==> src/hdl/assert_macros.svh <==
// ============================================================================
// Assertion macros
// Clocked property checks with reset disable, compiled out under ASSERT_OFF.
// ============================================================================
`ifndef ASSERT_MACROS_SVH
`define ASSERT_MACROS_SVH

`ifndef ASSERT_OFF
`define ASSERT_PROP(label, clk, rst_n, prop, msg) \
    label: assert property (@(posedge clk) disable iff (!rst_n) prop) else $error(msg);
`define ASSERT_NEVER(label, clk, rst_n, expr, msg) \
    `ASSERT_PROP(label, clk, rst_n, !(expr), msg)
`else
`define ASSERT_PROP(label, clk, rst_n, prop, msg)
`define ASSERT_NEVER(label, clk, rst_n, expr, msg)
`endif

`endif

==> src/hdl/ltc_pkg.sv <==
// ============================================================================
// Lap timer package
// Sizes, register codes, event codes, state type and control structs.
// ============================================================================
`timescale 1ns / 1ps
`default_nettype none

package ltc_pkg;

    localparam int CHANNELS  = 4;
    localparam int CHAN_MAX  = 4;
    localparam int LAP_SLOTS = 16;
    localparam int SLOT_W    = $clog2(LAP_SLOTS);

    localparam int FREQ_W  = 16;
    localparam int RSSI_W  = 16;
    localparam int TIME_W  = 32;
    localparam int CNT_W   = 8;
    localparam int LAPID_W = 16;
    localparam int CH_W    = 2;
    localparam int CFG_W   = 3;

    localparam logic [CNT_W-1:0]   CAL_MAX     = '1;
    localparam logic [LAPID_W-1:0] LAPID_MAX   = '1;
    localparam logic [CNT_W-1:0]   LIMIT_RESET = 8'd3;
    localparam logic [FREQ_W-1:0]  FREQ_RESET [CHAN_MAX] =
        '{16'd5658, 16'd5695, 16'd5732, 16'd5769};

    localparam logic [CFG_W-1:0] CFG_CHAN0_FREQ  = 3'd0;
    localparam logic [CFG_W-1:0] CFG_CHAN1_FREQ  = 3'd1;
    localparam logic [CFG_W-1:0] CFG_CHAN2_FREQ  = 3'd2;
    localparam logic [CFG_W-1:0] CFG_CHAN3_FREQ  = 3'd3;
    localparam logic [CFG_W-1:0] CFG_CHAN0_LIMIT = 3'd4;
    localparam logic [CFG_W-1:0] CFG_CHAN1_LIMIT = 3'd5;
    localparam logic [CFG_W-1:0] CFG_CHAN2_LIMIT = 3'd6;
    localparam logic [CFG_W-1:0] CFG_CHAN3_LIMIT = 3'd7;

    typedef enum logic [2:0] {
        KIND_NO_CHAN     = 3'd0,
        KIND_CALIB_COUNT = 3'd1,
        KIND_CALIB_DONE  = 3'd2,
        KIND_NO_LAP      = 3'd3,
        KIND_LAP         = 3'd4,
        KIND_CALIB_START = 3'd5
    } ltc_kind_t;

    typedef enum logic [1:0] {
        ST_IDLE,
        ST_EVAL,
        ST_SWEEP,
        ST_FINISH
    } ltc_state_t;

    typedef struct packed {
        logic capture;
        logic eval;
        logic sweep_rd;
        logic emit_lap;
    } ltc_cmd_t;

    typedef struct packed {
        logic lap_hit;
        logic idx_last;
    } ltc_status_t;

endpackage

`default_nettype wire

==> src/hdl/ltc_ctrl.sv <==
// ============================================================================
// Lap timer controller
// Sequences capture, evaluation, ring sweep and lap result.
// ============================================================================
`timescale 1ns / 1ps
`default_nettype none
`include "assert_macros.svh"

module ltc_ctrl (
    input  wire logic                clk,
    input  wire logic                rst_n,
    input  wire logic                start,
    input  wire ltc_pkg::ltc_status_t st,
    output ltc_pkg::ltc_cmd_t        cmd,
    output logic                     busy
);

    ltc_pkg::ltc_state_t state_reg;
    ltc_pkg::ltc_state_t state_next;

    always_ff @(posedge clk or negedge rst_n)
    begin
        if (!rst_n)
        begin
            state_reg <= ltc_pkg::ST_IDLE;
        end
        else
        begin
            state_reg <= state_next;
        end
    end

    always_comb
    begin
        state_next = state_reg;
        unique case (state_reg)
            ltc_pkg::ST_IDLE:
            begin
                if (start)
                begin
                    state_next = ltc_pkg::ST_EVAL;
                end
            end
            ltc_pkg::ST_EVAL:
            begin
                state_next = st.lap_hit ? ltc_pkg::ST_SWEEP : ltc_pkg::ST_IDLE;
            end
            ltc_pkg::ST_SWEEP:
            begin
                if (st.idx_last)
                begin
                    state_next = ltc_pkg::ST_FINISH;
                end
            end
            ltc_pkg::ST_FINISH:
            begin
                state_next = ltc_pkg::ST_IDLE;
            end
            default:
            begin
                state_next = ltc_pkg::ST_IDLE;
            end
        endcase
    end

    always_comb
    begin
        cmd  = '0;
        busy = 1'b1;
        unique case (state_reg)
            ltc_pkg::ST_IDLE:
            begin
                busy        = 1'b0;
                cmd.capture = start;
            end
            ltc_pkg::ST_EVAL:
            begin
                cmd.eval = 1'b1;
            end
            ltc_pkg::ST_SWEEP:
            begin
                cmd.sweep_rd = 1'b1;
            end
            ltc_pkg::ST_FINISH:
            begin
                cmd.emit_lap = 1'b1;
            end
            default:
            begin
                busy = 1'b1;
            end
        endcase
    end

    `ASSERT_PROP(a_accept_to_eval, clk, rst_n, (start && !busy) |=> (state_reg == ltc_pkg::ST_EVAL), "accepted beat did not enter evaluation")
    `ASSERT_PROP(a_finish_after_sweep, clk, rst_n, (state_reg == ltc_pkg::ST_FINISH) |-> ($past(state_reg) == ltc_pkg::ST_SWEEP), "lap result without a full sweep")

endmodule

`default_nettype wire

==> src/hdl/ltc_datapath.sv <==
// ============================================================================
// Lap timer datapath
// Channel match, calibration counters, lap ring memory and fastest-lap sweep.
// ============================================================================
`timescale 1ns / 1ps
`default_nettype none
`include "assert_macros.svh"

module ltc_datapath (
    input  wire logic                               clk,
    input  wire logic                               rst_n,
    input  wire ltc_pkg::ltc_cmd_t                  cmd,
    output ltc_pkg::ltc_status_t                    st,
    input  wire logic                               action,
    input  wire logic [ltc_pkg::FREQ_W-1:0]         freq,
    input  wire logic [ltc_pkg::RSSI_W-1:0]         rssi,
    input  wire logic [ltc_pkg::TIME_W-1:0]         time_ms,
    input  wire logic                               cfg_valid,
    output logic                                    cfg_ready,
    input  wire logic [ltc_pkg::CFG_W-1:0]          cfg_index,
    input  wire logic [ltc_pkg::FREQ_W-1:0]         cfg_data,
    output logic                                    done,
    output logic [2:0]                              event_kind,
    output logic [ltc_pkg::CH_W-1:0]                channel,
    output logic [ltc_pkg::CNT_W-1:0]               calib_count,
    output logic [ltc_pkg::RSSI_W-1:0]              peak_rssi,
    output logic [ltc_pkg::LAPID_W-1:0]             lap_id,
    output logic [ltc_pkg::TIME_W-1:0]              lap_duration,
    output logic [ltc_pkg::TIME_W-1:0]              fastest_duration,
    output logic [ltc_pkg::TIME_W-1:0]              lap_diff
);

    localparam int SW = ltc_pkg::SLOT_W;
    localparam int TW = ltc_pkg::TIME_W;

    // captured beat
    logic                        act_reg;
    logic [ltc_pkg::FREQ_W-1:0]  freq_reg;
    logic [ltc_pkg::RSSI_W-1:0]  rssi_reg;
    logic [TW-1:0]               time_reg;

    // configuration
    logic [ltc_pkg::FREQ_W-1:0]  chan_freq_reg  [ltc_pkg::CHAN_MAX];
    logic [ltc_pkg::CNT_W-1:0]   chan_limit_reg [ltc_pkg::CHAN_MAX];

    // timing state
    logic                        calib_active_reg [ltc_pkg::CHAN_MAX];
    logic                        calib_active_next [ltc_pkg::CHAN_MAX];
    logic [ltc_pkg::CNT_W-1:0]   calib_passes_reg [ltc_pkg::CHAN_MAX];
    logic [ltc_pkg::CNT_W-1:0]   calib_passes_next [ltc_pkg::CHAN_MAX];
    logic [TW-1:0]               last_time_reg;
    logic [TW-1:0]               last_time_next;
    logic [ltc_pkg::LAPID_W-1:0] lap_counter_reg;
    logic [ltc_pkg::LAPID_W-1:0] lap_counter_next;
    logic [SW-1:0]               slot_reg;
    logic [SW-1:0]               slot_next;
    logic [ltc_pkg::LAP_SLOTS-1:0] ring_valid_reg;
    logic [ltc_pkg::LAP_SLOTS-1:0] ring_valid_next;
    logic [TW-1:0]               ring_mem [ltc_pkg::LAP_SLOTS];

    // sweep
    logic [SW-1:0]               idx_reg;
    logic [SW-1:0]               idx_next;
    logic                        cmp_pending_reg;
    logic                        any_reg;
    logic                        any_next;
    logic [TW-1:0]               fast_reg;
    logic [TW-1:0]               fast_next;
    logic [TW-1:0]               rd_data_reg;
    logic                        rd_valid_reg;
    logic [TW-1:0]               dur_reg;
    logic [ltc_pkg::CH_W-1:0]    lap_chan_reg;

    // evaluation
    logic                        hit;
    logic [ltc_pkg::CH_W-1:0]    hit_ch;
    logic                        cal_act;
    logic [ltc_pkg::CNT_W-1:0]   pass_inc;
    logic                        cal_done;
    logic [TW-1:0]               dur;
    logic                        timed;
    logic                        lap_hit;
    logic                        ring_we;
    logic                        take;
    logic [TW-1:0]               fast_cand;

    // results
    logic                        done_reg;
    logic                        done_next;
    ltc_pkg::ltc_kind_t          kind_reg;
    ltc_pkg::ltc_kind_t          kind_next;
    logic [ltc_pkg::CH_W-1:0]    chan_reg;
    logic [ltc_pkg::CH_W-1:0]    chan_next;
    logic [ltc_pkg::CNT_W-1:0]   count_reg;
    logic [ltc_pkg::CNT_W-1:0]   count_next;
    logic [ltc_pkg::RSSI_W-1:0]  peak_reg;
    logic [ltc_pkg::RSSI_W-1:0]  peak_next;
    logic [ltc_pkg::LAPID_W-1:0] id_reg;
    logic [ltc_pkg::LAPID_W-1:0] id_next;
    logic [TW-1:0]               duration_reg;
    logic [TW-1:0]               duration_next;
    logic [TW-1:0]               fastest_reg;
    logic [TW-1:0]               fastest_next;
    logic [TW-1:0]               diff_reg;
    logic [TW-1:0]               diff_next;

    assign cfg_ready = 1'b1;

    always_ff @(posedge clk)
    begin
        if (cmd.capture)
        begin
            act_reg  <= action;
            freq_reg <= freq;
            rssi_reg <= rssi;
            time_reg <= time_ms;
        end
    end

    always_ff @(posedge clk or negedge rst_n)
    begin
        if (!rst_n)
        begin
            for (int i = 0; i < ltc_pkg::CHAN_MAX; i++)
            begin
                chan_freq_reg[i]  <= ltc_pkg::FREQ_RESET[i];
                chan_limit_reg[i] <= ltc_pkg::LIMIT_RESET;
            end
        end
        else if (cfg_valid && cfg_ready)
        begin
            unique case (cfg_index)
                ltc_pkg::CFG_CHAN0_FREQ:  chan_freq_reg[0]  <= cfg_data;
                ltc_pkg::CFG_CHAN1_FREQ:  chan_freq_reg[1]  <= cfg_data;
                ltc_pkg::CFG_CHAN2_FREQ:  chan_freq_reg[2]  <= cfg_data;
                ltc_pkg::CFG_CHAN3_FREQ:  chan_freq_reg[3]  <= cfg_data;
                ltc_pkg::CFG_CHAN0_LIMIT: chan_limit_reg[0] <= cfg_data[ltc_pkg::CNT_W-1:0];
                ltc_pkg::CFG_CHAN1_LIMIT: chan_limit_reg[1] <= cfg_data[ltc_pkg::CNT_W-1:0];
                ltc_pkg::CFG_CHAN2_LIMIT: chan_limit_reg[2] <= cfg_data[ltc_pkg::CNT_W-1:0];
                ltc_pkg::CFG_CHAN3_LIMIT: chan_limit_reg[3] <= cfg_data[ltc_pkg::CNT_W-1:0];
                default:
                begin
                end
            endcase
        end
    end

    // lowest matching channel wins
    always_comb
    begin
        hit    = 1'b0;
        hit_ch = '0;
        for (int i = ltc_pkg::CHANNELS - 1; i >= 0; i--)
        begin
            if (chan_freq_reg[i] == freq_reg)
            begin
                hit    = 1'b1;
                hit_ch = ltc_pkg::CH_W'(i);
            end
        end
    end

    assign cal_act  = calib_active_reg[hit_ch];
    assign pass_inc = (calib_passes_reg[hit_ch] == ltc_pkg::CAL_MAX) ?
                      calib_passes_reg[hit_ch] : calib_passes_reg[hit_ch] + 8'd1;
    assign cal_done = pass_inc >= chan_limit_reg[hit_ch];
    assign dur      = time_reg - last_time_reg;
    assign timed    = !act_reg && hit && !cal_act;
    assign lap_hit  = timed && (last_time_reg != '0) && (rssi_reg != '0) && (dur != '0);
    assign ring_we  = cmd.eval && lap_hit;

    assign st.lap_hit  = lap_hit;
    assign st.idx_last = idx_reg == SW'(ltc_pkg::LAP_SLOTS - 1);

    always_comb
    begin
        for (int i = 0; i < ltc_pkg::CHAN_MAX; i++)
        begin
            calib_active_next[i] = calib_active_reg[i];
            calib_passes_next[i] = calib_passes_reg[i];
        end
        last_time_next   = last_time_reg;
        lap_counter_next = lap_counter_reg;
        slot_next        = slot_reg;
        ring_valid_next  = ring_valid_reg;
        if (cmd.eval)
        begin
            if (act_reg)
            begin
                for (int i = 0; i < ltc_pkg::CHANNELS; i++)
                begin
                    calib_active_next[i] = 1'b1;
                    calib_passes_next[i] = '0;
                end
            end
            else if (hit && cal_act)
            begin
                calib_passes_next[hit_ch] = pass_inc;
                if (cal_done)
                begin
                    calib_active_next[hit_ch] = 1'b0;
                end
            end
            else if (timed)
            begin
                last_time_next = time_reg;
                if (lap_hit)
                begin
                    ring_valid_next[slot_reg] = 1'b1;
                    lap_counter_next = lap_counter_reg + 16'd1;
                    // slot tracks the lap counter modulo the ring size
                    if ((lap_counter_reg == ltc_pkg::LAPID_MAX) ||
                        (slot_reg == SW'(ltc_pkg::LAP_SLOTS - 1)))
                    begin
                        slot_next = '0;
                    end
                    else
                    begin
                        slot_next = slot_reg + SW'(1);
                    end
                end
            end
        end
    end

    always_ff @(posedge clk or negedge rst_n)
    begin
        if (!rst_n)
        begin
            for (int i = 0; i < ltc_pkg::CHAN_MAX; i++)
            begin
                calib_active_reg[i] <= 1'b0;
                calib_passes_reg[i] <= '0;
            end
            last_time_reg   <= '0;
            lap_counter_reg <= '0;
            slot_reg        <= '0;
            ring_valid_reg  <= '0;
        end
        else
        begin
            for (int i = 0; i < ltc_pkg::CHAN_MAX; i++)
            begin
                calib_active_reg[i] <= calib_active_next[i];
                calib_passes_reg[i] <= calib_passes_next[i];
            end
            last_time_reg   <= last_time_next;
            lap_counter_reg <= lap_counter_next;
            slot_reg        <= slot_next;
            ring_valid_reg  <= ring_valid_next;
        end
    end

    always_ff @(posedge clk)
    begin
        if (ring_we)
        begin
            ring_mem[slot_reg] <= dur;
        end
        rd_data_reg  <= ring_mem[idx_reg];
        rd_valid_reg <= ring_valid_reg[idx_reg];
    end

    always_ff @(posedge clk)
    begin
        if (ring_we)
        begin
            dur_reg      <= dur;
            lap_chan_reg <= hit_ch;
        end
    end

    assign take      = cmp_pending_reg && rd_valid_reg &&
                       (!any_reg || (rd_data_reg < fast_reg));
    assign fast_cand = take ? rd_data_reg : fast_reg;

    always_comb
    begin
        idx_next  = idx_reg;
        any_next  = any_reg;
        fast_next = fast_cand;
        if (ring_we)
        begin
            idx_next  = '0;
            any_next  = 1'b0;
            fast_next = '0;
        end
        else
        begin
            if (take)
            begin
                any_next = 1'b1;
            end
            if (cmd.sweep_rd)
            begin
                idx_next = st.idx_last ? '0 : idx_reg + SW'(1);
            end
        end
    end

    always_ff @(posedge clk or negedge rst_n)
    begin
        if (!rst_n)
        begin
            idx_reg         <= '0;
            any_reg         <= 1'b0;
            cmp_pending_reg <= 1'b0;
        end
        else
        begin
            idx_reg         <= idx_next;
            any_reg         <= any_next;
            cmp_pending_reg <= cmd.sweep_rd;
        end
    end

    always_ff @(posedge clk)
    begin
        fast_reg <= fast_next;
    end

    always_comb
    begin
        done_next     = (cmd.eval && !lap_hit) || cmd.emit_lap;
        kind_next     = ltc_pkg::KIND_NO_LAP;
        chan_next     = '0;
        count_next    = '0;
        peak_next     = '0;
        id_next       = '0;
        duration_next = '0;
        fastest_next  = '0;
        diff_next     = '0;
        if (cmd.emit_lap)
        begin
            kind_next     = ltc_pkg::KIND_LAP;
            chan_next     = lap_chan_reg;
            id_next       = lap_counter_reg;
            duration_next = dur_reg;
            fastest_next  = fast_cand;
            diff_next     = dur_reg - fast_cand;
        end
        else if (act_reg)
        begin
            kind_next = ltc_pkg::KIND_CALIB_START;
        end
        else if (!hit)
        begin
            kind_next = ltc_pkg::KIND_NO_CHAN;
        end
        else if (cal_act)
        begin
            chan_next  = hit_ch;
            count_next = pass_inc;
            if (cal_done)
            begin
                kind_next = ltc_pkg::KIND_CALIB_DONE;
                peak_next = rssi_reg;
            end
            else
            begin
                kind_next = ltc_pkg::KIND_CALIB_COUNT;
            end
        end
        else
        begin
            chan_next = hit_ch;
        end
    end

    always_ff @(posedge clk or negedge rst_n)
    begin
        if (!rst_n)
        begin
            done_reg <= 1'b0;
        end
        else
        begin
            done_reg <= done_next;
        end
    end

    always_ff @(posedge clk)
    begin
        if (done_next)
        begin
            kind_reg     <= kind_next;
            chan_reg     <= chan_next;
            count_reg    <= count_next;
            peak_reg     <= peak_next;
            id_reg       <= id_next;
            duration_reg <= duration_next;
            fastest_reg  <= fastest_next;
            diff_reg     <= diff_next;
        end
    end

    assign done             = done_reg;
    assign event_kind       = kind_reg;
    assign channel          = chan_reg;
    assign calib_count      = count_reg;
    assign peak_rssi        = peak_reg;
    assign lap_id           = id_reg;
    assign lap_duration     = duration_reg;
    assign fastest_duration = fastest_reg;
    assign lap_diff         = diff_reg;

    `ASSERT_NEVER(a_strobe_gap, clk, rst_n, done_reg && $past(done_reg), "two result beats in a row")
    `ASSERT_PROP(a_fastest_bound, clk, rst_n, (done_reg && (kind_reg == ltc_pkg::KIND_LAP)) |-> (fastest_reg <= duration_reg), "fastest lap longer than current lap")
    `ASSERT_PROP(a_slot_marked, clk, rst_n, ring_we |=> ring_valid_reg[$past(slot_reg)], "written ring slot not marked valid")

endmodule

`default_nettype wire

==> src/hdl/lap_timer_with_calibration.sv <==
// ============================================================================
// Lap timer with calibration
// Gate-pass timing, per-channel calibration and fastest-lap tracking.
// ============================================================================
// A beat is taken when start is high and busy is low. Every beat gives one
// result, shown on the result ports for a single cycle while done is high;
// the receiver cannot stall, so it must take the result in that cycle.
// A calibration command, an unmatched pass, a calibration pass or a pass that
// records no lap gives done registered from the evaluation state. A recorded
// lap gives done registered from the finish state after the sweep state: the
// fastest lap is found by sweeping the lap ring memory, one slot per cycle
// through its read port. busy is low again in the cycle that done is high.
// cfg_ready is always high; write configuration only while busy is low.
// ============================================================================
`timescale 1ns / 1ps
`default_nettype none

module lap_timer_with_calibration (
    input  wire logic                               clk,
    input  wire logic                               rst_n,
    input  wire logic                               start,
    output logic                                    busy,
    input  wire logic                               action,
    input  wire logic [ltc_pkg::FREQ_W-1:0]         freq,
    input  wire logic [ltc_pkg::RSSI_W-1:0]         rssi,
    input  wire logic [ltc_pkg::TIME_W-1:0]         time_ms,
    input  wire logic                               cfg_valid,
    output logic                                    cfg_ready,
    input  wire logic [ltc_pkg::CFG_W-1:0]          cfg_index,
    input  wire logic [ltc_pkg::FREQ_W-1:0]         cfg_data,
    output logic                                    done,
    output logic [2:0]                              event_kind,
    output logic [ltc_pkg::CH_W-1:0]                channel,
    output logic [ltc_pkg::CNT_W-1:0]               calib_count,
    output logic [ltc_pkg::RSSI_W-1:0]              peak_rssi,
    output logic [ltc_pkg::LAPID_W-1:0]             lap_id,
    output logic [ltc_pkg::TIME_W-1:0]              lap_duration,
    output logic [ltc_pkg::TIME_W-1:0]              fastest_duration,
    output logic [ltc_pkg::TIME_W-1:0]              lap_diff
);

    ltc_pkg::ltc_cmd_t    cmd;
    ltc_pkg::ltc_status_t st;

    ltc_ctrl u_ctrl (
        .clk   (clk),
        .rst_n (rst_n),
        .start (start),
        .st    (st),
        .cmd   (cmd),
        .busy  (busy)
    );

    ltc_datapath u_datapath (
        .clk              (clk),
        .rst_n            (rst_n),
        .cmd              (cmd),
        .st               (st),
        .action           (action),
        .freq             (freq),
        .rssi             (rssi),
        .time_ms          (time_ms),
        .cfg_valid        (cfg_valid),
        .cfg_ready        (cfg_ready),
        .cfg_index        (cfg_index),
        .cfg_data         (cfg_data),
        .done             (done),
        .event_kind       (event_kind),
        .channel          (channel),
        .calib_count      (calib_count),
        .peak_rssi        (peak_rssi),
        .lap_id           (lap_id),
        .lap_duration     (lap_duration),
        .fastest_duration (fastest_duration),
        .lap_diff         (lap_diff)
    );

endmodule

`default_nettype wire
==> config.mk <==
export PLATFORM = sky130hd
export DESIGN_NAME = lap_timer_with_calibration
export DESIGN_NICKNAME = d
export VERILOG_FILES = /design/src/hdl/ltc_pkg.sv /design/src/hdl/ltc_ctrl.sv /design/src/hdl/ltc_datapath.sv /design/src/hdl/lap_timer_with_calibration.sv
export VERILOG_INCLUDE_DIRS = /design/src /design/src/hdl
export SDC_FILE = /design/constraint.sdc
export NUM_CORES = 1
export LEC_CHECK = 0
export BUFFER_PORTS_ARGS = -buffer_cell sky130_fd_sc_hd__buf_4
export CAP_MARGIN = 20
export CORE_MARGIN = 10
export CORE_UTILIZATION = 55
export CTS_BUF_LIST = sky130_fd_sc_hd__clkbuf_4
export CTS_CLUSTER_SIZE = 16
export DETAILED_ROUTE_END_ITERATION = 6
export GPL_TIMING_DRIVEN = 0
export PLACE_DENSITY = 0.76
export SLEW_MARGIN = 10
export SYNTH_ARGS = -nofsm -noshare
export SYNTH_HDL_FRONTEND = slang
export SYNTH_SLANG_ARGS = --single-unit
==> constraint.sdc <==
create_clock -name clk -period 10.7 [get_ports clk]
set_input_delay 0.535 -clock clk [delete_from_list [all_inputs] [get_ports clk]]
set_output_delay 0.535 -clock clk [all_outputs]
set_load 0.02 [all_outputs]
Yosys cells after proc, flatten, opt, wreduce, memory -nomap -nowiden
Memories as Yosys holds them, arrays and structs flattened. A register that Yosys moved wholly into a read port is not among the register bits.
Index checks and enable logic that the tools add are counted.
- add/sub/neg operators: 6
- $mul: 0
- div/mod/pow operators: 0
- order comparisons: 7
- eq/ne operators: 20
- shift operators: 0
- muxes and demuxes: 57
- bitwise logic cells: 9
- reductions and logical operators: 45
- operators with widths (kind ; count):
    2-to-1 mux 32 bit ; 3
    equality test 16 bit ; 4
    nonzero test 32 bit ; 2
    subtractor 32 bit ; 2
    2-to-1 mux 8 bit ; 6
    binary-select mux 8 bit (select 2 bit) ; 2
    bitwise mux 32 bit ; 1
    < comparator 32 bit ; 1
    2-to-1 mux 4 bit ; 7
    2-to-1 mux 2 bit ; 11
    AND reduction 2 bit ; 10
    2-to-1 mux 1 bit ; 19
    adder 16 x 1 -> 16 bit (second input constant) ; 1
    demux 8 bit (select 2 bit) ; 1
    equality test 16 bit (second input constant) ; 1
    OR 16 bit ; 1
    nonzero test 16 bit ; 1
    equality test 3 bit (second input constant) ; 4
    logical AND 1 bit ; 12
    < comparator 4 x 5 -> 1 bit (second input constant) ; 2
    adder 4 x 1 -> 4 bit (second input constant) ; 2
    adder 8 x 1 -> 8 bit (second input constant) ; 1
    equality test 4 bit (second input constant) ; 2
    equality test 8 bit (second input constant) ; 1
    other kinds (32) ; 47
- flip-flop bits (word level): 482
- bits in latches: 0
- memory bits (writable): 512
- memory bits (read-only): 0
- output and inout bits: 144
- word-level logic and storage cells: 188
- memories kept: 1
- memories (name ; words ; bits a word ; read ports ; clocked after memory_dff ; wr ports ; RTL line ; RTL):
    u_datapath.ring_mem ; 16 ; 32 ; 1 ; 1 ; 1 ; ltc_datapath.sv:59 ; logic [TW-1:0] ring_mem [ltc_pkg::LAP_SLOTS];

Logic depth before layout (Yosys ltp)
Gate-level depths: netlist (run 1).
- depth after elaboration: 17
- depth in mapped cells: 28
- gate-level depth less buffers: 27

By module
From an unflattened synthesis (run 1), not the netlist that was laid out.
- cell total of the unflattened synthesis: 2833
- area, all modules: 43918.4 sq um
- modules (own cells, without submodules) (module ; times used ; cells an instance ; area an instance (sq um) ; sequential area each (sq um)):
    ltc_datapath ; 1 ; 2822 ; 43799.5 ; 29106.7
    ltc_ctrl ; 1 ; 11 ; 118.9 ; 50.0

Worst setup path before layout (run 1)
No wires, ideal clock.
- path kind: register -> register
- start: reg u_datapath.last_time_reg[0]
- end: reg u_datapath.done_reg, in the netlist u_datapath.done
- library setup time: 0.905 ns
- arrival time: 10.833 ns
- path slack: -1.038 ns
- stages on the path, launching flop included: 14
- period minus slack after synthesis: 11.738 ns
- path through: dfrtp_1 -> ha_1 -> fa_1 -> nor2b_1 -> o21a_1 -> o21a_1 -> nor2_1 -> or4b_1 -> or4_1 -> or4_1 -> or4_4 -> nor4_4 -> a21oi_1 -> a41oi_1
- elaborated cells between the ends (all ways): 9
- classes of those cells: add/sub (1); reduce/logical (8)
- RTL lines (item ; RTL line ; RTL):
    start, declared ; ltc_datapath.sv:51 ; logic [TW-1:0] last_time_reg;
    start signal, assigned ; ltc_datapath.sv:247 ; last_time_reg <= last_time_next;
    subtractor 32 bit ; ltc_datapath.sv:167 ; assign dur = time_reg - last_time_reg;
    net u_datapath.dur[4] ; ltc_datapath.sv:80 ; logic [TW-1:0] dur;
    nonzero test 32 bit ; ltc_datapath.sv:169 ; assign lap_hit = timed && (last_time_reg != '0) && (rssi_reg != '0) && (dur != '0);
    logical AND 1 bit ; ltc_datapath.sv:169 ;
    logical NOT 1 bit ; ltc_datapath.sv:324 ; done_next = (cmd.eval && !lap_hit) || cmd.emit_lap;
    logical AND 1 bit ; ltc_datapath.sv:324 ;
    logical OR 1 bit ; ltc_datapath.sv:324 ;
    net u_datapath.done_next ; ltc_datapath.sv:89 ; logic done_next;
    end signal, assigned ; ltc_datapath.sv:378 ; done_reg <= done_next;
    end, declared ; ltc_datapath.sv:88 ; logic done_reg;
The timed path passes the listed nets, and every way through them passes these cells.
A chain may end at the register's enable or synchronous reset.

Final worst setup path (run 1)
- start: reg u_datapath.fast_reg[30]
- end: reg u_datapath.diff_reg[30], in the netlist u_datapath.lap_diff[30], data pin
- word-level cells in the longest chain between the ends: 5
- ends and longest elaborated chain (item ; RTL line ; RTL):
    start, declared ; ltc_datapath.sv:67 ; logic [TW-1:0] fast_reg;
    start signal, assigned ; ltc_datapath.sv:319 ; fast_reg <= fast_next;
    < comparator 32 bit ; ltc_datapath.sv:274 ; (!any_reg || (rd_data_reg < fast_reg));
    logical OR 1 bit ; ltc_datapath.sv:274 ;
    logical AND 1 bit ; ltc_datapath.sv:273 ; assign take = cmp_pending_reg && rd_valid_reg &&
    2-to-1 mux 32 bit * ; ltc_datapath.sv:275 ; assign fast_cand = take ? rd_data_reg : fast_reg;
    subtractor 32 bit * ; ltc_datapath.sv:340 ; diff_next = dur_reg - fast_cand;
    end signal, assigned ; ltc_datapath.sv:393 ; diff_reg <= diff_next;
    end, declared ; ltc_datapath.sv:104 ; logic [TW-1:0] diff_reg;
Mark *: on every way between the ends. The rest lies on a longest branch, timed or not.

==> results of run 1 <==
==> logic make-up (layout without fill, tap and decap cells) <==
family | Yosys count | in the layout | synth area share (%)
AOI/OAI and AO/OA | 543 | 543 | 7.98
xor gates and xnor gates | 132 | 132 | 2.63
adders and majority gates | 106 | 106 | 3.02
buffers and inverters | 244 | 1083 | 2.13
DFF | 1026 | 1026 | 66.2
muxes | 351 | 351 | 10.3
other | 1 | 5 | 0.00852
and+or+nand+nor | 697 | 697 | 7.78
==> worst max-delay path, cell delays in order (launching register included) <==
cell	delay [ns]
dfxtp_1	0.31
inv_1	0.05
ha_1	0.31
nand4_1	0.20
nor4_1	0.55
nand2_1	0.19
a41oi_1	0.74
nor2_1	0.14
clkbuf_1	0.28
buf_1	0.29
clkbuf_1	0.36
a21oi_1	0.41
ha_1	0.36
a21oi_1	0.26
and3_1	0.20
a21oi_1	0.14
o211ai_1	0.31
nand4_1	0.15
o211a_1	0.19
maj3_1	0.36
a2111oi_1	0.67
o32ai_1	0.26
o41ai_1	0.68
o21ai_1	0.18
mux2i_1	0.17
==> cell usage in the layout, fill, tap and decap left out, types with 35 or more instances in the layout <==
master	synthesis	final
xor2_1	57	53
a21o_1	40	40
and3_1	81	68
edfxtp_1	752	752
nor2_1	185	180
clkinv_1	0	35
clkbuf_4	0	435
ha_1	100	100
mux2_2	139	139
dfstp_2	35	35
dlygate4sd3_1	0	84
mux4_2	66	66
mux2i_1	145	145
a221oi_1	36	36
nand2_1	194	194
dfxtp_1	65	65
a21oi_1	119	118
clkbuf_1	99	99
a22oi_1	62	62
buf_4	1	233
dfrtp_1	174	174
xnor2_1	75	63
o21ai_0	135	135
inv_1	110	110
==> stage by stage <==
stage / TNS, ns / instance area, µm² / setup slack, ns / util, % / power [W]
floorplan: 0 / 44000 / 2.35 / - / 0.00493
detailed placement: 0 / 48000 / 2.82 / 60.6 / 0.00517
CTS: 0 / 52400 / 2.82 / 66.2 / 0.00867
global placement: -19.39 / 47100 / -0.184 / 59.5 / 0.00513
finish: 0 / 52400 / 2.68 / 66.3 / 0.00862
global route: 0 / 52400 / 2.14 / 66.3 / 0.00896
==> metal layers <==
layer	vias up	part of all wire [%]
met1	14200	41
met2	1167	48
met5	-	0
met3	242	8.4
met4	0	3.0
li1	13200	-
==> where the power goes <==
part | internal (W) | switching [W] | leakage [nW]
sequential | 0.00447 | 0.0000788 | 10.1
combinational | 0.000253 | 0.000323 | 7.71
clock | 0.00194 | 0.00156 | 2.16
==> what timing repair did <==
item                       4_1_cts  5_1_grt
setup endpoints to repair        0        0
hold endpoints to repair       372        0
hold buffers                    84        0
==> worst max-delay path by stage <==
stage / endpoint / slack, ns / cells after the start
after global placement: u_datapath.lap_duration[2] / -0.18 / 13
after CTS: u_datapath.lap_diff[30] / 2.82 / 24
final: u_datapath.lap_diff[30] / 2.68 / 24
after floorplan: u_datapath.calib_count[0] / 2.35 / 13
after detailed placement: u_datapath.lap_diff[30] / 2.82 / 24
after global routing: u_datapath.lap_diff[30] / 2.14 / 24
==> layout make-up <==
| class | count | area share, % |
|---|---|---|
| timing repair buffer | 353 | 6.32 |
| clock inverter | 51 | 0.577 |
| antenna | 4 | 0.0191 |
| buffer | 134 | 0.997 |
| clock buffer | 435 | 6.23 |
| multi-input combinational | 1830 | 27.0 |
| inverter | 110 | 0.787 |
| sequential | 1026 | 55.6 |
| tap | 1050 | 2.51 |
==> results.md, run 1 <==
- IO Port Bufs: 226
- Clk pin slew, worst setup/hold paths: around 0.060 ns
- Area of the multi-input gates: about 0.014 mm²
- Worst-Margin Slew: 1.13 ns
- Initial drt markers: 2591
- CP endpoint kind: flop
- Row count: 103
- Wirelength, routed: 109000 µm
- Layout area overhead: 19.1%
- Synth async-reset ratio: 20.4%
- Met3 usage: 5.94%
- Met1 Usage GRT: 30.6%
- YS warnings: 0
- Syn avg cell area: 14.2 µm²
- Synth Register Bits: 1026
- Final ANT Viol Nets: 0
- VDD IR-drop max: ~0.00011 V
- Largest net degree at the start of global routing: 107
- HP Class: input pin to flop
- CTS H-tree depth: 5
- Root Buffer: clkbuf_4
- Antenna violations before repair: 2
- WHS Endpoint: u_datapath.chan_freq_reg[35]
- Wire per inst: 21.7 µm
- First-pass GRT wire length: 166000 µm
- Most frequent cell after synthesis: edfxtp_1
- Worst-path maximum fanout: 10
- Run status: complete, no violations
- Post-route minimum period: around 8.0 ns
- Mapped cell area: 0.0440 mm²
- Synth cell count leaders: edfxtp_1, nand2_1, nor2_1, dfrtp_1, mux2i_1
- Worst Setup Path Type: flop to flop
- Post-synthesis net count: 3290
- Final period utilization: 75.0%
- Num Clock Sinks: 1026
- Max Clock Freq: 0.125 GHz
- Die area: 0.0918 mm²
- P_leak: 20.0 nW
- Fin. max-slew vios: 0
- CP Launch Point: u_datapath.fast_reg[30]
- Non-filler cells in the finished layout: 4993
- Endpoints failing setup: 0
- Layout cells sized above 1: 26.1%
- # DRC: 0
- Sequential area share after synthesis: roughly two thirds
- Core ar.: between 0.07 and 0.08 mm²
- Worst reg-to-reg setup slack: 2.68 ns
- Num CTS Buffers: 282
- Leading post-synthesis cells by cell area: edfxtp_1, dfrtp_1, mux2_2, mux4_2, mux2i_1
- Gr busiest metal: met2
- WP data required: 11.52 ns
- Total GRT Usage: between 20% and 30%
- Total of max-cap violations: 0
- EDFF count, synth: 752
- Die extent in x: 303 µm
- Fin Hold WS: 0.0324 ns
- # placed instances: 4416
- Overflow after GRT: 0
- CTS tree: yes
- Fillers: 5707
- Vias/cell: 5.75
- Post-DP HPWL: 76200 µm
- Die Y: 303 µm
- Worst hold start: cfg_index[0]
- Power per Cell Area: 164 mW/mm²
- WHS Path Cells: 4
- Layout Nets: 3927
- Clk buf depth: 4
- Cell accounting for the most synthesized area: edfxtp_1
- FF/Latch Area: a little under 0.03 mm²
- Vias after detailed routing: 28.7k
- # IOs: 232
- Post-CTS setup buffers: 0
- Gpl congestion: 0.891
- Clk_lat worst skew: about 1.1 ns
- Initial Utilization: between 50% and 60%
- Unrepaired setup endpoints after global routing: false
- R2r startpoint: u_datapath.fast_reg[30]
- Post-synth top area share: 51.3%
- CTS resizes: 0
- WP data arrival: between 8 and 9 ns
- CP Launch Type: flop
- Vias in the first global route: 29.2k
- Post-synthesis cell type count: 90
- R2R cell count: 24
- Final Hold Vio Count: 0
- DRT Pass-1 Iters: 5
- Max reg flops: between 500 and 600
- Setup Skew: between 0.1 and 0.15 ns
- Met2 Resource Use GR: 37.5%
- Cells after Synth: roughly 3.1k
- R2r endpoint: u_datapath.lap_diff[30]
- Main synth FF type: edfxtp_1
- Max-Slew Margin vs Limit: 23.8%
Power figures use the tool's default switching activity.
==> inputs of run 2 (changes only) <==
--- a/config.mk
+++ b/config.mk
@@ -14,7 +14,7 @@
 export CTS_CLUSTER_SIZE = 16
 export DETAILED_ROUTE_END_ITERATION = 6
 export GPL_TIMING_DRIVEN = 0
-export PLACE_DENSITY = 0.76
+export PLACE_DENSITY = 0.73
 export SLEW_MARGIN = 10
 export SYNTH_ARGS = -nofsm -noshare
 export SYNTH_HDL_FRONTEND = slang
==> constraint.sdc (replaced) <==
create_clock -name clk -period 7.83 [get_ports clk]
set_input_delay 0.3915 -clock clk [delete_from_list [all_inputs] [get_ports clk]]
set_output_delay 0.3915 -clock clk [all_outputs]
set_load 0.02 [all_outputs]
==> results.md, run 2 (synthesized netlist as in run 1, its figures left out) <==
- Final Cell Area: 0.0532 mm² (was 0.0524 mm²)
- Commonest non-fill, non-tap cells in the layout: edfxtp_1, clkbuf_4, buf_4 (unchanged)
- Unrepaired setup endpoints after global routing: false (unchanged)
- CTS H-tree depth: 5 (unchanged)
- Clock group share of total power: 40.0% (was 40.6%)
- IO Port Bufs: 226 (unchanged)
- # IOs: 232 (unchanged)
- Initial drt markers: 2540 (was 2591)
- Row count: 103 (unchanged)
- Vias in the first global route: 30.9k (was 29.2k)
- R2R cell count: 25 (was 24)
- Final WS setup: 0.516 ns (was 2.68 ns)
- Setup TNS: 0 ns (unchanged)
- Worst Setup Path Type: flop to flop (unchanged)
- Layout area overhead: 20.7% (was 19.1%)
- Layout Utilization: 67.2% (was 66.3%)
- CP endpoint kind: flop (unchanged)
- DRT Pass-1 Iters: 6 (was 5)
- Post-DP HPWL: 80000 µm (was 76200 µm)
- Total GRT Usage: 25.3% (was 23.5%)
- Setup Skew: 0.0973 ns (was 0.103 ns)
- Layout cells sized above 1: 25.6% (was 26.1%)
- R2r startpoint: u_datapath.fast_reg[30] (unchanged)
- CTS tree: yes (unchanged)
- Worst-Margin Slew: 1.12 ns (was 1.13 ns)
- Die Y: 303 µm (unchanged)
- P_leak: 20.3 nW (was 20.0 nW)
- Vias/cell: 5.85 (was 5.75)
- Wire per inst: 23.2 µm (was 21.7 µm)
- Combinational power share: 7.1% (was 6.7%)
- CP Launch Type: flop (unchanged)
- Max-Slew Margin vs Limit: 25.4% (was 23.8%)
- Fin. max-slew vios: 0 (unchanged)
- Worst reg-to-reg setup slack: 0.52 ns (was 2.68 ns)
- Run status: complete, no violations (unchanged)
- Power per Cell Area: 221 mW/mm² (was 164 mW/mm²)
- CP Launch Point: u_datapath.fast_reg[30] (unchanged)
- Reg power frac: 52.9% (was 52.8%)
- Initial Utilization: 55.7% (unchanged)
- # DRC: 0 (unchanged)
- Num CTS Buffers: 274 (was 282)
- Layout Nets: 3998 (was 3927)
- Die area: 0.0918 mm² (unchanged)
- Sw power: 0.00270 W (was 0.00196 W)
- Final ANT Viol Nets: 0 (unchanged)
- Overflow after GRT: 0 (unchanged)
- Die extent in x: 303 µm (unchanged)
- WP data required: 8.65 ns (was 11.52 ns)
- Total of max-cap violations: 0 (unchanged)
- Core ar.: 0.0791 mm² (unchanged)
- WP data arrival: 8.13 ns (was 8.84 ns)
- Most common cell after layout, fill and taps aside: edfxtp_1 (unchanged)
- Largest net degree at the start of global routing: 113 (was 107)
- Wirelength, routed: 117000 µm (was 109000 µm)
- Root Buffer: clkbuf_4 (unchanged)
- Max Clock Freq: 0.137 GHz (was 0.125 GHz)
- Post-CTS setup buffers: 0 (unchanged)
- Clk buf depth: 4 (unchanged)
- Gpl congestion: 0.932 (was 0.891)
- R2r endpoint: u_datapath.lap_diff[30] (unchanged)
- Max reg flops: 512 (unchanged)
- WHS Path Cells: 2 (was 4)
- VDD IR-drop max: 0.000164 V (was 0.000106 V)
- Vias after detailed routing: 29.6k (was 28.7k)
- Placed Instance Area: 0.0479 mm² (was 0.0480 mm²)
- First-pass GRT wire length: 177000 µm (was 166000 µm)
- HP Class: input pin to flop (unchanged)
- Clk pin slew, worst setup/hold paths: 0.07 ns (was 0.06 ns)
- Antenna violations before repair: 5 (was 2)
- Num Clock Sinks: 1026 (unchanged)
- Clk_lat worst skew: 1.11 ns (was 1.12 ns)
- Pint: 0.00904 W (was 0.00666 W)
- Worst-path maximum fanout: 10 (unchanged)
- Fin Hold WS: 0.0907 ns (was 0.0324 ns)
- Worst hold start: time_ms[1] (was cfg_index[0])
- Final Hold Vio Count: 0 (unchanged)
- Final period utilization: 93.4% (was 75.0%)
- WHS Endpoint: u_datapath.time_reg[1] (was u_datapath.chan_freq_reg[35])
- Dpl ws: -0.105 ns (was 2.82 ns)
- Endpoints failing setup: 0 (unchanged)
- Switching portion of total power: 23.0% (was 22.7%)
- Post-route minimum period: 7.31 ns (was 8.02 ns)
-- run 2: how the worst max path moves through the flow --
| stage | to | cells after the start | slack [ns] |
|---|---|---|---|
| CTS | u_datapath.peak_rssi[12] | 25 | 0.14 |
| global route | u_datapath.lap_diff[30] | 25 | 0.11 |
| finish | u_datapath.lap_diff[30] | 25 | 0.52 |
| detailed placement | u_datapath.lap_diff[30] | 25 | -0.10 |
| floorplan | u_datapath.calib_count[0] | 13 | 0.97 |
| global placement | u_datapath.ring_mem[3][7] | 15 | -2.50 |
-- run 2: routing by layer --
layer	global-route usage, %	share of wire, %	wire (µm)	vias to the layer above
met5	0	0	0	-
met3	6.66	9.2	10800	207
met4	9.20	2.5	2990	0
met2	42.1	49	57700	1404
li1	-	-	-	13300
met1	31.7	39	45900	14600
-- run 2: per-stage QoR --
stage	instances	power [W]
after floorplan	3100	0.00674
after detailed placement	4415	0.00706
after global placement	4376	0.00699
after global routing	5048	0.0122
after CTS	5040	0.0118
final	5048	0.0117
-- run 2: timing repair --
action,in CTS,in global routing
hold buffers,160,0
setup endpoints to repair,13,21
resized for setup,7,13
hold endpoints to repair,332,0
-- run 2: area by class of cell --
cell class | instances | area, µm²
fill | 5527 | 26000
clock inverter | 57 | 378
sequential | 1026 | 29200
timing repair buffer | 432 | 4090
antenna | 1 | 2.50
clock buffer | 408 | 3060
multi-input combinational | 1830 | 14200
inverter | 110 | 413
buffer | 134 | 529
tap | 1050 | 1310
-- run 2: power by group through the flow --
stage,Sequential [W],Clock [W],Combinational [W]
after CTS,0.00621,0.00478,0.000808
final,0.00622,0.00470,0.000830
after global routing,0.00623,0.00509,0.000899
after floorplan,0.00634,0,0.000401
after detailed placement,0.00632,0,0.000735
after global placement,0.00632,0,0.000669
-- run 2: worst max-delay path: stages, from the launching register on --
cell	delay, ns
dfxtp_1	0.32
inv_1	0.06
ha_1	0.32
nand4_1	0.15
nor4_1	0.48
a41o_1	0.30
o21a_1	0.14
clkbuf_1	0.36
nor2_1	0.11
clkbuf_2	0.24
buf_1	0.28
clkbuf_2	0.32
a21oi_1	0.40
ha_1	0.36
a21oi_1	0.27
and3_1	0.20
a21oi_1	0.14
o211ai_1	0.30
nand2_1	0.09
o211a_1	0.24
maj3_1	0.36
a2111oi_2	0.52
o32ai_1	0.24
o41ai_2	0.50
o21ai_1	0.18
mux2i_1	0.16
